<file path="src/rtl/binary_image_thinning_defines.svh">
// ----------------------------------------------------------------------------
// Assertion macros for the binary image thinning block
// Macros that expand to concurrent assertions, or to nothing for synthesis.
// ----------------------------------------------------------------------------
`ifndef BINARY_IMAGE_THINNING_DEFINES_SVH
`define BINARY_IMAGE_THINNING_DEFINES_SVH

`ifndef SYNTH
`define BIT_ASSERT_SAME(label, clk, rst_n, a, b) \
	label: assert property (@(posedge clk) disable iff (!rst_n) (a) |-> (b)) \
		else $error("assertion failed");
`define BIT_ASSERT_NEXT(label, clk, rst_n, a, b) \
	label: assert property (@(posedge clk) disable iff (!rst_n) (a) |=> (b)) \
		else $error("assertion failed");
`else
`define BIT_ASSERT_SAME(label, clk, rst_n, a, b)
`define BIT_ASSERT_NEXT(label, clk, rst_n, a, b)
`endif

`endif

</file>
<file path="src/rtl/bith_pkg.sv">
`timescale 1ns / 1ps
// ----------------------------------------------------------------------------
// bith_pkg
// Shared constants, codes and helpers of the binary image thinning block.
// ----------------------------------------------------------------------------
package bith_pkg;

	localparam int MAX_ROWS = 256;
	localparam int MAX_COLS = 256;
	localparam int ROW_W    = $clog2(MAX_ROWS);
	localparam int COL_W    = $clog2(MAX_COLS);
	localparam int ADDR_W   = ROW_W + COL_W;
	localparam int CFG_W    = 9;
	localparam int PASS_W   = 10;
	localparam logic [PASS_W-1:0] PASS_MAX = '1;

	localparam logic [3:0] B_MIN = 4'd2;
	localparam logic [3:0] B_MAX = 4'd6;
	localparam logic [7:0] PIX_ON = 8'd255;

	// Sequencer steps per pixel: nine reads, then the write-back.
	localparam int STEP_W = 4;
	localparam logic [STEP_W-1:0] STEP_LAST_RD = 4'd8;
	localparam logic [STEP_W-1:0] STEP_WR      = 4'd10;

	typedef enum logic [1:0] {
		CMD_LOAD = 2'd0,
		CMD_RUN  = 2'd1,
		CMD_READ = 2'd2,
		CMD_NOP  = 2'd3
	} cmd_t;

	localparam logic REG_ROWS = 1'b0;
	localparam logic REG_COLS = 1'b1;

	// Effective dimension: zero acts as one, oversize acts as the maximum.
	function automatic logic [ROW_W:0] eff_rows(input logic [CFG_W-1:0] v);
		logic [ROW_W:0] res;
		if (v == '0) res = (ROW_W+1)'(1);
		else if (int'(v) > MAX_ROWS) res = (ROW_W+1)'(MAX_ROWS);
		else res = (ROW_W+1)'(v);
		return res;
	endfunction

	function automatic logic [COL_W:0] eff_cols(input logic [CFG_W-1:0] v);
		logic [COL_W:0] res;
		if (v == '0) res = (COL_W+1)'(1);
		else if (int'(v) > MAX_COLS) res = (COL_W+1)'(MAX_COLS);
		else res = (COL_W+1)'(v);
		return res;
	endfunction

endpackage

</file>
<file path="src/rtl/bith_eval.sv">
`timescale 1ns / 1ps
// ----------------------------------------------------------------------------
// bith_eval
// Zhang-Suen deletion test on a gathered 3x3 neighborhood.
// ----------------------------------------------------------------------------
module bith_eval (
	input  logic [8:0] nb,     // center, then P2 .. P9
	input  logic       phase,
	output logic       del
);

	logic [7:0] n;
	logic [3:0] b;
	logic [3:0] a;

	always_comb begin
		n = nb[8:1];
		b = 4'($countones(n));
		a = '0;
		for (int k = 0; k < 8; k++) begin
			if (!n[k] && n[(k + 1) % 8]) a = a + 4'd1;
		end
		del = nb[0] && (b >= bith_pkg::B_MIN) && (b <= bith_pkg::B_MAX) && (a == 4'd1);
		if (!phase) begin
			if ((n[0] & n[2] & n[4]) || (n[2] & n[4] & n[6])) del = 1'b0;
		end else begin
			if ((n[0] & n[2] & n[6]) || (n[0] & n[4] & n[6])) del = 1'b0;
		end
	end

endmodule

</file>
<file path="config.mk">
export PLATFORM = sky130hd
export DESIGN_NAME = bith_eval
export DESIGN_NICKNAME = d
export VERILOG_FILES = /design/src/rtl/binary_image_thinning_defines.svh /design/src/rtl/bith_pkg.sv /design/src/rtl/bith_eval.sv
export SDC_FILE = /design/constraint.sdc
export NUM_CORES = 1
export LEC_CHECK = 0
export ABC_AREA = 1
export BUFFER_PORTS_ARGS = -buffer_cell sky130_fd_sc_hd__buf_2
export CAP_MARGIN = 15
export CORE_UTILIZATION = 55
export DETAILED_ROUTE_END_ITERATION = 8
export PLACE_DENSITY = 0.78
export RECOVER_POWER = 25
export SYNTH_ARGS = -nofsm -noshare
export SYNTH_HDL_FRONTEND = slang
export SYNTH_SLANG_ARGS = --single-unit
</file>
<file path="constraint.sdc">
create_clock -name vclk -period 5.1
set_input_delay 0.51 -clock vclk [all_inputs]
set_output_delay 0.51 -clock vclk [all_outputs]
set_load 0.02 [all_outputs]
</file>
==> results of run 1 <==
[layout by cell type, fill, tap and decap left out]
cell      Yosys  layout
nand4_1       2       2
and3_1        1       1
nand2_1      28      28
nand3b_1      1       1
nand3_1      11      11
xnor2_1       1       1
nand3_2       7       7
nand2_4       2       2
nor2_1        6       6
o21ai_1       1       1
and2_4        1       1
clkbuf_2      0       1
or2_2         1       1
or2_1         1       1
nand2b_1      1       1
inv_2         6       7
a21oi_1       2       2
nand2_2       8       8
o21ai_0       4       4
buf_2         0      10
inv_1        18      17
fa_1          4       4
ha_1          9       9
a21boi_0      1       1
[cell families after synthesis]
family          Yosys count  share of synthesized area
simple gates             70                     0.5316
fa+ha+maj                13                     0.2702
xor+xnor                  1                    0.01228
compound gates            8                    0.05965
buf+inv                  24                     0.1263
[routing by layer]
metal | vias up | wire length (um)
li1 | 388 | -
met1 | 330 | 644
met2 | 6 | 684
met3 | 0 | 8
met4 | 0 | 0
met5 | - | 0
[power groups by stage]
stage | registers (mW) | clock network, mW | logic, mW
after CTS | 0 | 0 | 0.106
after global routing | 0 | 0 | 0.124
after detailed placement | 0 | 0 | 0.105
final | 0 | 0 | 0.105
after floorplan | 0 | 0 | 0.0814
after global placement | 0 | 0 | 0.100
[stage by stage]
step	cell area, sq um	worst slack [ns]	util	power [mW]	hold slack (ns)
5_1_grt	785.8	0.02398	0.6797	0.1236	1.551
3_5_place_dp	785.8	0.2526	0.6797	0.1053	1.481
4_1_cts	785.8	0.2445	0.6797	0.1061	1.489
6_report	785.8	0.3498	0.6797	0.1045	1.490
3_3_place_gp	785.8	0.3626	0.6797	0.1002	1.485
2_1_floorplan	713.2	0.6203	-	0.08137	1.287
[layout make-up]
cell class | count | area share
repair buffers | 11 | 0.07006
multi-input cells | 92 | 0.7930
inverters | 24 | 0.1146
well taps | 14 | 0.02229
[worst min-delay path by stage]
stage	startpoint	to	slack, ns	cells after the start
6_report	nb[8]	del	1.49	7
3_3_place_gp	nb[8]	del	1.49	6
2_1_floorplan	nb[8]	del	1.29	5
3_5_place_dp	nb[8]	del	1.48	6
5_1_grt	nb[8]	del	1.55	6
4_1_cts	nb[8]	del	1.49	6
==> flow_summary_export.csv, run 1 <==
group,metric,value,unit
outcome,status,"finished, final reports clean",
worst_setup_path,critical-path-top-delay-family,"simple AND/OR/NAND/NOR gates",
worst_setup_path,worstPathArrival,4.24,ns
yosys,netlist.top_cell.by_area,"ha_1",
global_route,vias_in_the_first_global_route,682,
routing,detail_routed_net_length_per_standard_cell,9.475,um
sta,finalSetupTns,0,ns
sta,finalMaxSlewViolations,0,
worst_setup_path,worstPathMaxFanout,6,
yosys,synth.distinct_cells,22,
placement,dp_cells,141,
global_route,grtUsageMet1,0.2660,
yosys,syn-mean-instance-area,6.148,sq um
clock_tree,post_cts_hold_buffer_count,0,
power,lkg_pwr,0.4746,nW
sta,report.final.setup_viol,0,
global_route,grt_use_met3,0,
sta,timing_worst_slew_pin_value,0.2693,ns
cells_and_area,antenna-diode-count,0,
routing,finalWirelength,1336,um
routing,drtAntennaViolNets,0,
power,power.net_switching,59.80,uW
routing,drt_iter0_markers,6,
yosys,yosys.cell_count.top_type,"nand2_1",
power,cell_pwr_density,133.0,nW/um^2
cells_and_area,final_layout_size_suffix_gt1_frac,0.2913,
routing,route.detailed.drc,0,
worst_setup_path,critical_path.slowest_cell,"or2_2",
cells_and_area,layout.clock_buffers,0,
yosys,synthesis.nets,139,
yosys,synthDominantCellAreaShare,0.1579,
global_route,grt_util_all_layers,0.2298,
floorplanning,die-height,38.01,um
yosys,netlist_top_cells_count,"nand2_1 (28), inv_1 (18), nand3_1 (11)",
power,ir_drop,0.09151,mV
yosys,synth_seq_area_share,0,
floorplanning,site_rows,12,
worst_setup_path,critical_path.endpoint,"del",
worst_setup_path,cpPeakStageDelay,0.29,ns
routing,drtPass1Iterations,4,
clock_tree,postCtsSetupBuffers,0,
sta,finalCritPeriodShare,0.9314,
worst_setup_path,worstSetupStartpointType,"input pin",
worst_setup_path,critical_path_buf_inv_count,4,
worst_setup_path,worst_ep_required_time,4.59,ns
yosys,synth.top_cells.by_area,"ha_1 (16%), nand2_1 (15%), fa_1 (11%), nand3_2 (9.8%), inv_1 (9.5%)",
power,cell_internal_pwr,44.74,uW
job,count_of_maximum_capacitance_violations,0,
placement,hpwl,1244,um
cells_and_area,fillerInstances,116,
worst_setup_path,startpoint,"nb[1]",
placement,portBuffers,11,
worst_setup_path,worst_setup_path_end_kind,"output pin",
global_route,globalRouteOverflowTotal,0,
min_path,holdCritPathClass,"in2out",
power,power.share.combinational,1.000,
cells_and_area,layoutNonFillerInstCount,141,
global_route,grt_util_met2,0.4871,
yosys,synth_warnings,0,
cells_and_area,multi_input_comb_area,623.1,sq um
power,sequentialPowerShare,0,
cells_and_area,layout.sequential_cells,0,
global_route,first_pass_grt_wire_length,2504,um
floorplanning,chipWidth,38.01,um
worst_setup_path,worst-path-stages,26,
yosys,synth.cell_area,713.2,sq um
worst_setup_path,timing.setup.critical_path_class,"in2out",
sta,clock.fmax,210.5,MHz
floorplanning,initial_utilization,0.6169,
routing,routed-via-count,724,
cells_and_area,seq_cell_area,0,sq um
sta,min_period,4.750,ns
global_route,grt-busiest-layer,"met2",
cells_and_area,layout.nets,152,
worst_setup_path,critical_path.most_common_cell,"ha_1",
power,power_switching_share,0.5721,
floorplanning,floorplan.io_pins,11,
floorplanning,die_area,1445,sq um
sta,final-hold-violation-count,0,
placement,gp_congestion,0.8436,
yosys,syn-instance-count,116,
clock_tree,cts_resized,0,
global_route,grt_start_max_net_pins,7,
routing,vias_per_cell,5.135,
sta,rsz0062_at_grt,"no",
sta,max-slew-margin-rel,0.8198,
floorplanning,total_core_area,1156,sq um
cells_and_area,syn_to_final_growth,10.18,%
global_route,number_of_antenna_violations_at_the_first_check_in_global_routing,0,
power,clockPowerShare,0,
Note: power is estimated with default switching activity, not from simulation.
==> run 2: changes to the inputs <==
--- a/config.mk
+++ b/config.mk
@@ -12,6 +12,7 @@
 export DETAILED_ROUTE_END_ITERATION = 8
 export PLACE_DENSITY = 0.78
 export RECOVER_POWER = 25
+export SLEW_MARGIN = 15
 export SYNTH_ARGS = -nofsm -noshare
 export SYNTH_HDL_FRONTEND = slang
 export SYNTH_SLANG_ARGS = --single-unit
==> constraint.sdc (replaced) <==
create_clock -name vclk -period 4.8
set_input_delay 0.48 -clock vclk [all_inputs]
set_output_delay 0.48 -clock vclk [all_outputs]
set_load 0.02 [all_outputs]
==> flow_summary_export.csv, run 2 (synthesized netlist as in run 1, its figures left out) <==
group,metric,value,unit
routing,routed-via-count,739,
placement,portBuffers,11,
cells_and_area,layout.sequential_cells,0,
cells_and_area,layout_commonest_cell,"nand2_1",
worst_setup_path,cpPeakStageDelay,0.30,ns
clock_tree,postCtsSetupBuffers,0,
routing,vias_per_cell,5.204,
sta,finalSetupTns,0,ns
floorplanning,floorplan.io_pins,11,
sta,max-slew-margin-rel,0.7765,
worst_setup_path,timing.setup.critical_path_class,"in2out",
cells_and_area,layout.clock_buffers,0,
routing,route.detailed.drc,0,
clock_tree,cts_resized,0,
cells_and_area,final_layout_size_suffix_gt1_frac,0.2969,
floorplanning,site_rows,12,
global_route,first_pass_grt_wire_length,2587,um
cells_and_area,antenna-diode-count,0,
sta,clock.fmax,221.5,MHz
cells_and_area,syn_to_final_growth,12.11,%
routing,drtPass1Iterations,4,
worst_setup_path,critical_path_buf_inv_count,4,
clock_tree,post_cts_hold_buffer_count,0,
sta,min_period,4.515,ns
cells_and_area,layout.nets,153,
routing,drt_iter0_markers,7,
sta,timing_worst_slew_pin_value,0.3339,ns
power,ir_drop,0.1168,mV
worst_setup_path,worstPathArrival,4.04,ns
routing,detail_routed_net_length_per_standard_cell,10.11,um
routing,finalWirelength,1435,um
routing,drtAntennaViolNets,0,
floorplanning,total_core_area,1156,sq um
worst_setup_path,critical-path-top-delay-family,"simple AND/OR/NAND/NOR gates",
power,lkg_pwr,0.4831,nW
placement,gp_congestion,0.8130,
job,count_of_maximum_capacitance_violations,0,
placement,place_worst_setup_slack,0.2138,ns
global_route,number_of_antenna_violations_at_the_first_check_in_global_routing,0,
global_route,grt_util_all_layers,0.2433,
floorplanning,chipWidth,38.01,um
cells_and_area,final_cell_mix,"nand2_1 (28), inv_1 (18), nand3_1 (11), buf_2 (10), ha_1 (9)",
power,cell_pwr_density,143.7,nW/um^2
sta,report.final.setup_viol,0,
worst_setup_path,worst_setup_path_end_kind,"output pin",
sta,finalMaxSlewViolations,0,
floorplanning,die-height,38.01,um
sta,finalCritPeriodShare,0.9407,
placement,hpwl,1304,um
global_route,globalRouteOverflowTotal,0,
outcome,status,"finished, final reports clean",
sta,final-hold-violation-count,0,
global_route,vias_in_the_first_global_route,665,
cells_and_area,seq_cell_area,0,sq um
floorplanning,die_area,1445,sq um
sta,finalWorstSetupSlack,0.2848,ns
worst_setup_path,worstSetupStartpointType,"input pin",
cells_and_area,postLayoutCoreUtil,0.6916,
worst_setup_path,critical_path.endpoint,"del",
worst_setup_path,critical_path.slowest_cell,"or2_2",
worst_setup_path,worst-path-stages,26,
global_route,grt_start_max_net_pins,7,
min_path,holdCritPathClass,"in2out",
worst_setup_path,critical_path.most_common_cell,"ha_1",
worst_setup_path,startpoint,"nb[1]",
sta,post_route_worst_hold_slack,1.436,ns
worst_setup_path,worst_ep_required_time,4.32,ns
floorplanning,initial_utilization,0.6169,
worst_setup_path,worstPathMaxFanout,3,
==> run 2: cell types whose count changed in the layout (fill, tap and decap cells not counted) <==
cell / delta
o21ai_2: +1
a21boi_0: -1
inv_2: -1
buf_4: +2
clkbuf_2: -1
a21boi_1: +1
o21ai_1: -1
inv_1: +1
==> run 2: area by class of cell <==
type / count / area, sq um
inverter: 24 / 90.09
fill: 113 / 356.6
multi-input combinational: 92 / 626.9
tap: 14 / 17.52
timing repair buffer: 12 / 65.06
==> run 2: worst min path at each step <==
stage          start  end  slack (ns)  cells past startpoint
2_1_floorplan  nb[8]  del        1.23                      5
3_3_place_gp   nb[8]  del        1.42                      6
3_5_place_dp   nb[8]  del        1.44                      6
4_1_cts        nb[8]  del        1.44                      6
5_1_grt        nb[8]  del        1.48                      6
6_report       nb[8]  del        1.44                      6
==> run 2: metal layers <==
| layer | part of all wire | track usage | up-vias |
|---|---|---|---|
| li1 | - | - | 394 |
| met1 | 0.46 | 0.2801 | 341 |
| met2 | 0.53 | 0.5172 | 4 |
| met3 | 0.0070 | 0 | 0 |
| met4 | 0 | 0 | 0 |
| met5 | 0 | 0 | - |
==> run 2: stage by stage <==
| stage | cell area, sq um | std cells | total power [mW] |
|---|---|---|---|
| 2_1_floorplan | 713.2 | 116 | 0.08645 |
| 3_3_place_gp | 793.3 | 142 | 0.1063 |
| 3_5_place_dp | 793.3 | 142 | 0.1121 |
| 4_1_cts | 793.3 | 142 | 0.1132 |
| 5_1_grt | 799.5 | 142 | 0.1337 |
| 6_report | 799.5 | 142 | 0.1149 |
==> run 2: report_power, final <==
| part | internal, mW | switching, mW |
|---|---|---|
| clock network | 0 | 0 |
| registers | 0 | 0 |
| logic | 0.0493 | 0.0656 |
| total | 0.0493 | 0.0656 |
==> run 3: changes to the inputs <==
--- a/config.mk
+++ b/config.mk
@@ -10,7 +10,7 @@
 export CAP_MARGIN = 15
 export CORE_UTILIZATION = 55
 export DETAILED_ROUTE_END_ITERATION = 8
-export PLACE_DENSITY = 0.78
+export PLACE_DENSITY = 0.89
 export RECOVER_POWER = 25
 export SLEW_MARGIN = 15
 export SYNTH_ARGS = -nofsm -noshare
==> flow_summary_export.csv, run 3 (synthesized netlist as in run 1, its figures left out) <==
group,metric,value,unit
power,power,114.4,uW
placement,gp_congestion,0.7904,
sta,final-hold-violation-count,0,
floorplanning,chipWidth,38.01,um
routing,route.detailed.drc,0,
placement,dpl-instance-area,785.8,sq um
cells_and_area,antenna-diode-count,0,
global_route,globalRouteOverflowTotal,0,
floorplanning,die-height,38.01,um
routing,vias_per_cell,5.246,
sta,max-slew-margin-rel,0.7877,
power,lkg_pwr,0.4810,nW
power,cell_internal_pwr,49.25,uW
routing,drt_iter0_markers,22,
global_route,first_pass_grt_wire_length,2656,um
cells_and_area,final_cell_mix,"nand2_1 (28), inv_1 (17), nand3_1 (11), buf_2 (9)",
global_route,grt_start_max_net_pins,7,
power,power.share.combinational,1.000,
sta,timing_worst_slew_pin_value,0.3174,ns
sta,finalCritPeriodShare,0.9431,
worst_setup_path,critical_path.slowest_cell,"ha_1",
worst_setup_path,worst_ep_required_time,4.32,ns
outcome,status,"finished, final reports clean",
power,power_switching_share,0.5696,
floorplanning,total_core_area,1156,sq um
cells_and_area,layout.nets,153,
cells_and_area,postLayoutCoreUtil,0.7013,
floorplanning,site_rows,12,
floorplanning,die_area,1445,sq um
power,power.net_switching,65.16,uW
worst_setup_path,worst_setup_path_end_kind,"output pin",
power,ir_drop,0.09142,mV
placement,portBuffers,11,
cells_and_area,layout.sequential_cells,0,
min_path,holdCritPathClass,"in2out",
power,cell_pwr_density,141.1,nW/um^2
routing,drtAntennaViolNets,0,
sta,finalSetupTns,0,ns
cells_and_area,layout.clock_buffers,0,
worst_setup_path,cpPeakStageDelay,0.31,ns
cells_and_area,layout_commonest_cell,"nand2_1",
global_route,number_of_antenna_violations_at_the_first_check_in_global_routing,0,
worst_setup_path,critical_path.most_common_cell,"nand2_1",
worst_setup_path,worstPathArrival,4.05,ns
routing,drtPass1Iterations,4,
sta,min_period,4.527,ns
sta,clock.fmax,220.9,MHz
worst_setup_path,worstSetupStartpointType,"input pin",
cells_and_area,finish.instance_area,810.8,sq um
global_route,vias_in_the_first_global_route,703,
job,count_of_maximum_capacitance_violations,0,
floorplanning,initial_utilization,0.6169,
global_route,grt_util_all_layers,0.2448,
routing,routed-via-count,745,
floorplanning,floorplan.io_pins,11,
sta,report.final.setup_viol,0,
power,sequentialPowerShare,0,
placement,hpwl,1313,um
sta,finalMaxSlewViolations,0,
worst_setup_path,timing.setup.critical_path_class,"in2out",
power,clockPowerShare,0,
routing,detail_routed_net_length_per_standard_cell,10.88,um
worst_setup_path,worstPathMaxFanout,5,
sta,rsz0062_at_grt,"no",
routing,finalWirelength,1545,um
cells_and_area,final_layout_size_suffix_gt1_frac,0.3203,
cells_and_area,syn_to_final_growth,13.68,%
cells_and_area,seq_cell_area,0,sq um
## run 3: cell types whose count changed in the layout (fill, tap and decap cells not counted)
cell      before  now
a21boi_2       0    1
inv_1         18   17
clkbuf_4       0    1
o21ai_1        0    1
ha_1           9    8
a21boi_1       1    0
buf_2         10    9
o21ai_0        4    3
inv_4          0    1
ha_2           0    1
## run 3: layout make-up
class | instances | area [sq um]
Tap cell | 14 | 17.52
Fill cell | 88 | 345.3
Inverter | 24 | 92.59
Timing Repair Buffer | 12 | 67.56
Multi-Input combinational cell | 92 | 633.1
## run 3: per-stage QoR
stage | hold WS (ns) | setup WS [ns] | std cells
5_1_grt | 1.506 | 0.02477 | 142
4_1_cts | 1.457 | 0.03796 | 141
2_1_floorplan | 1.227 | 0.3803 | 116
3_3_place_gp | 1.446 | 0.1897 | 141
3_5_place_dp | 1.451 | 0.05156 | 141
6_report | 1.456 | 0.2731 | 142
## run 3: layer usage
layer / up-vias / GRT usage / part of all wire
li1: 394 / - / -
met1: 337 / 0.3025 / 0.46
met2: 12 / 0.4698 / 0.52
met3: 2 / 0.01163 / 0.010
met4: 0 / 0.03571 / 0.0091
met5: - / 0 / 0
## run 3: power by group through the flow
stage	clock, mW	sequential (mW)	combinational [mW]
floorplan	0	0	0.0865
global placement	0	0	0.105
detailed placement	0	0	0.110
CTS	0	0	0.111
global route	0	0	0.131
finish	0	0	0.114
## run 3: critical path, delay by kind of cell
kind / cells / cell delay [ns]
adders and majority gates: 5 / 1.26
and+or+nand+nor: 17 / 1.78
buffers and inverters: 5 / 0.45
AOI/OAI and AO/OA: 1 / 0.07
## run 3: final timing paths
path / startpoint / end / cells past startpoint
setup / recovery: nb[3] / del / 28
hold / removal: nb[8] / del / 6
## run 3: timing repair
action	4_1_cts	5_1_grt
setup buffers	0	1
hold endpoints to repair	0	0
gates resized for setup	0	9
hold buffers	0	0
setup endpoints to repair	0	1
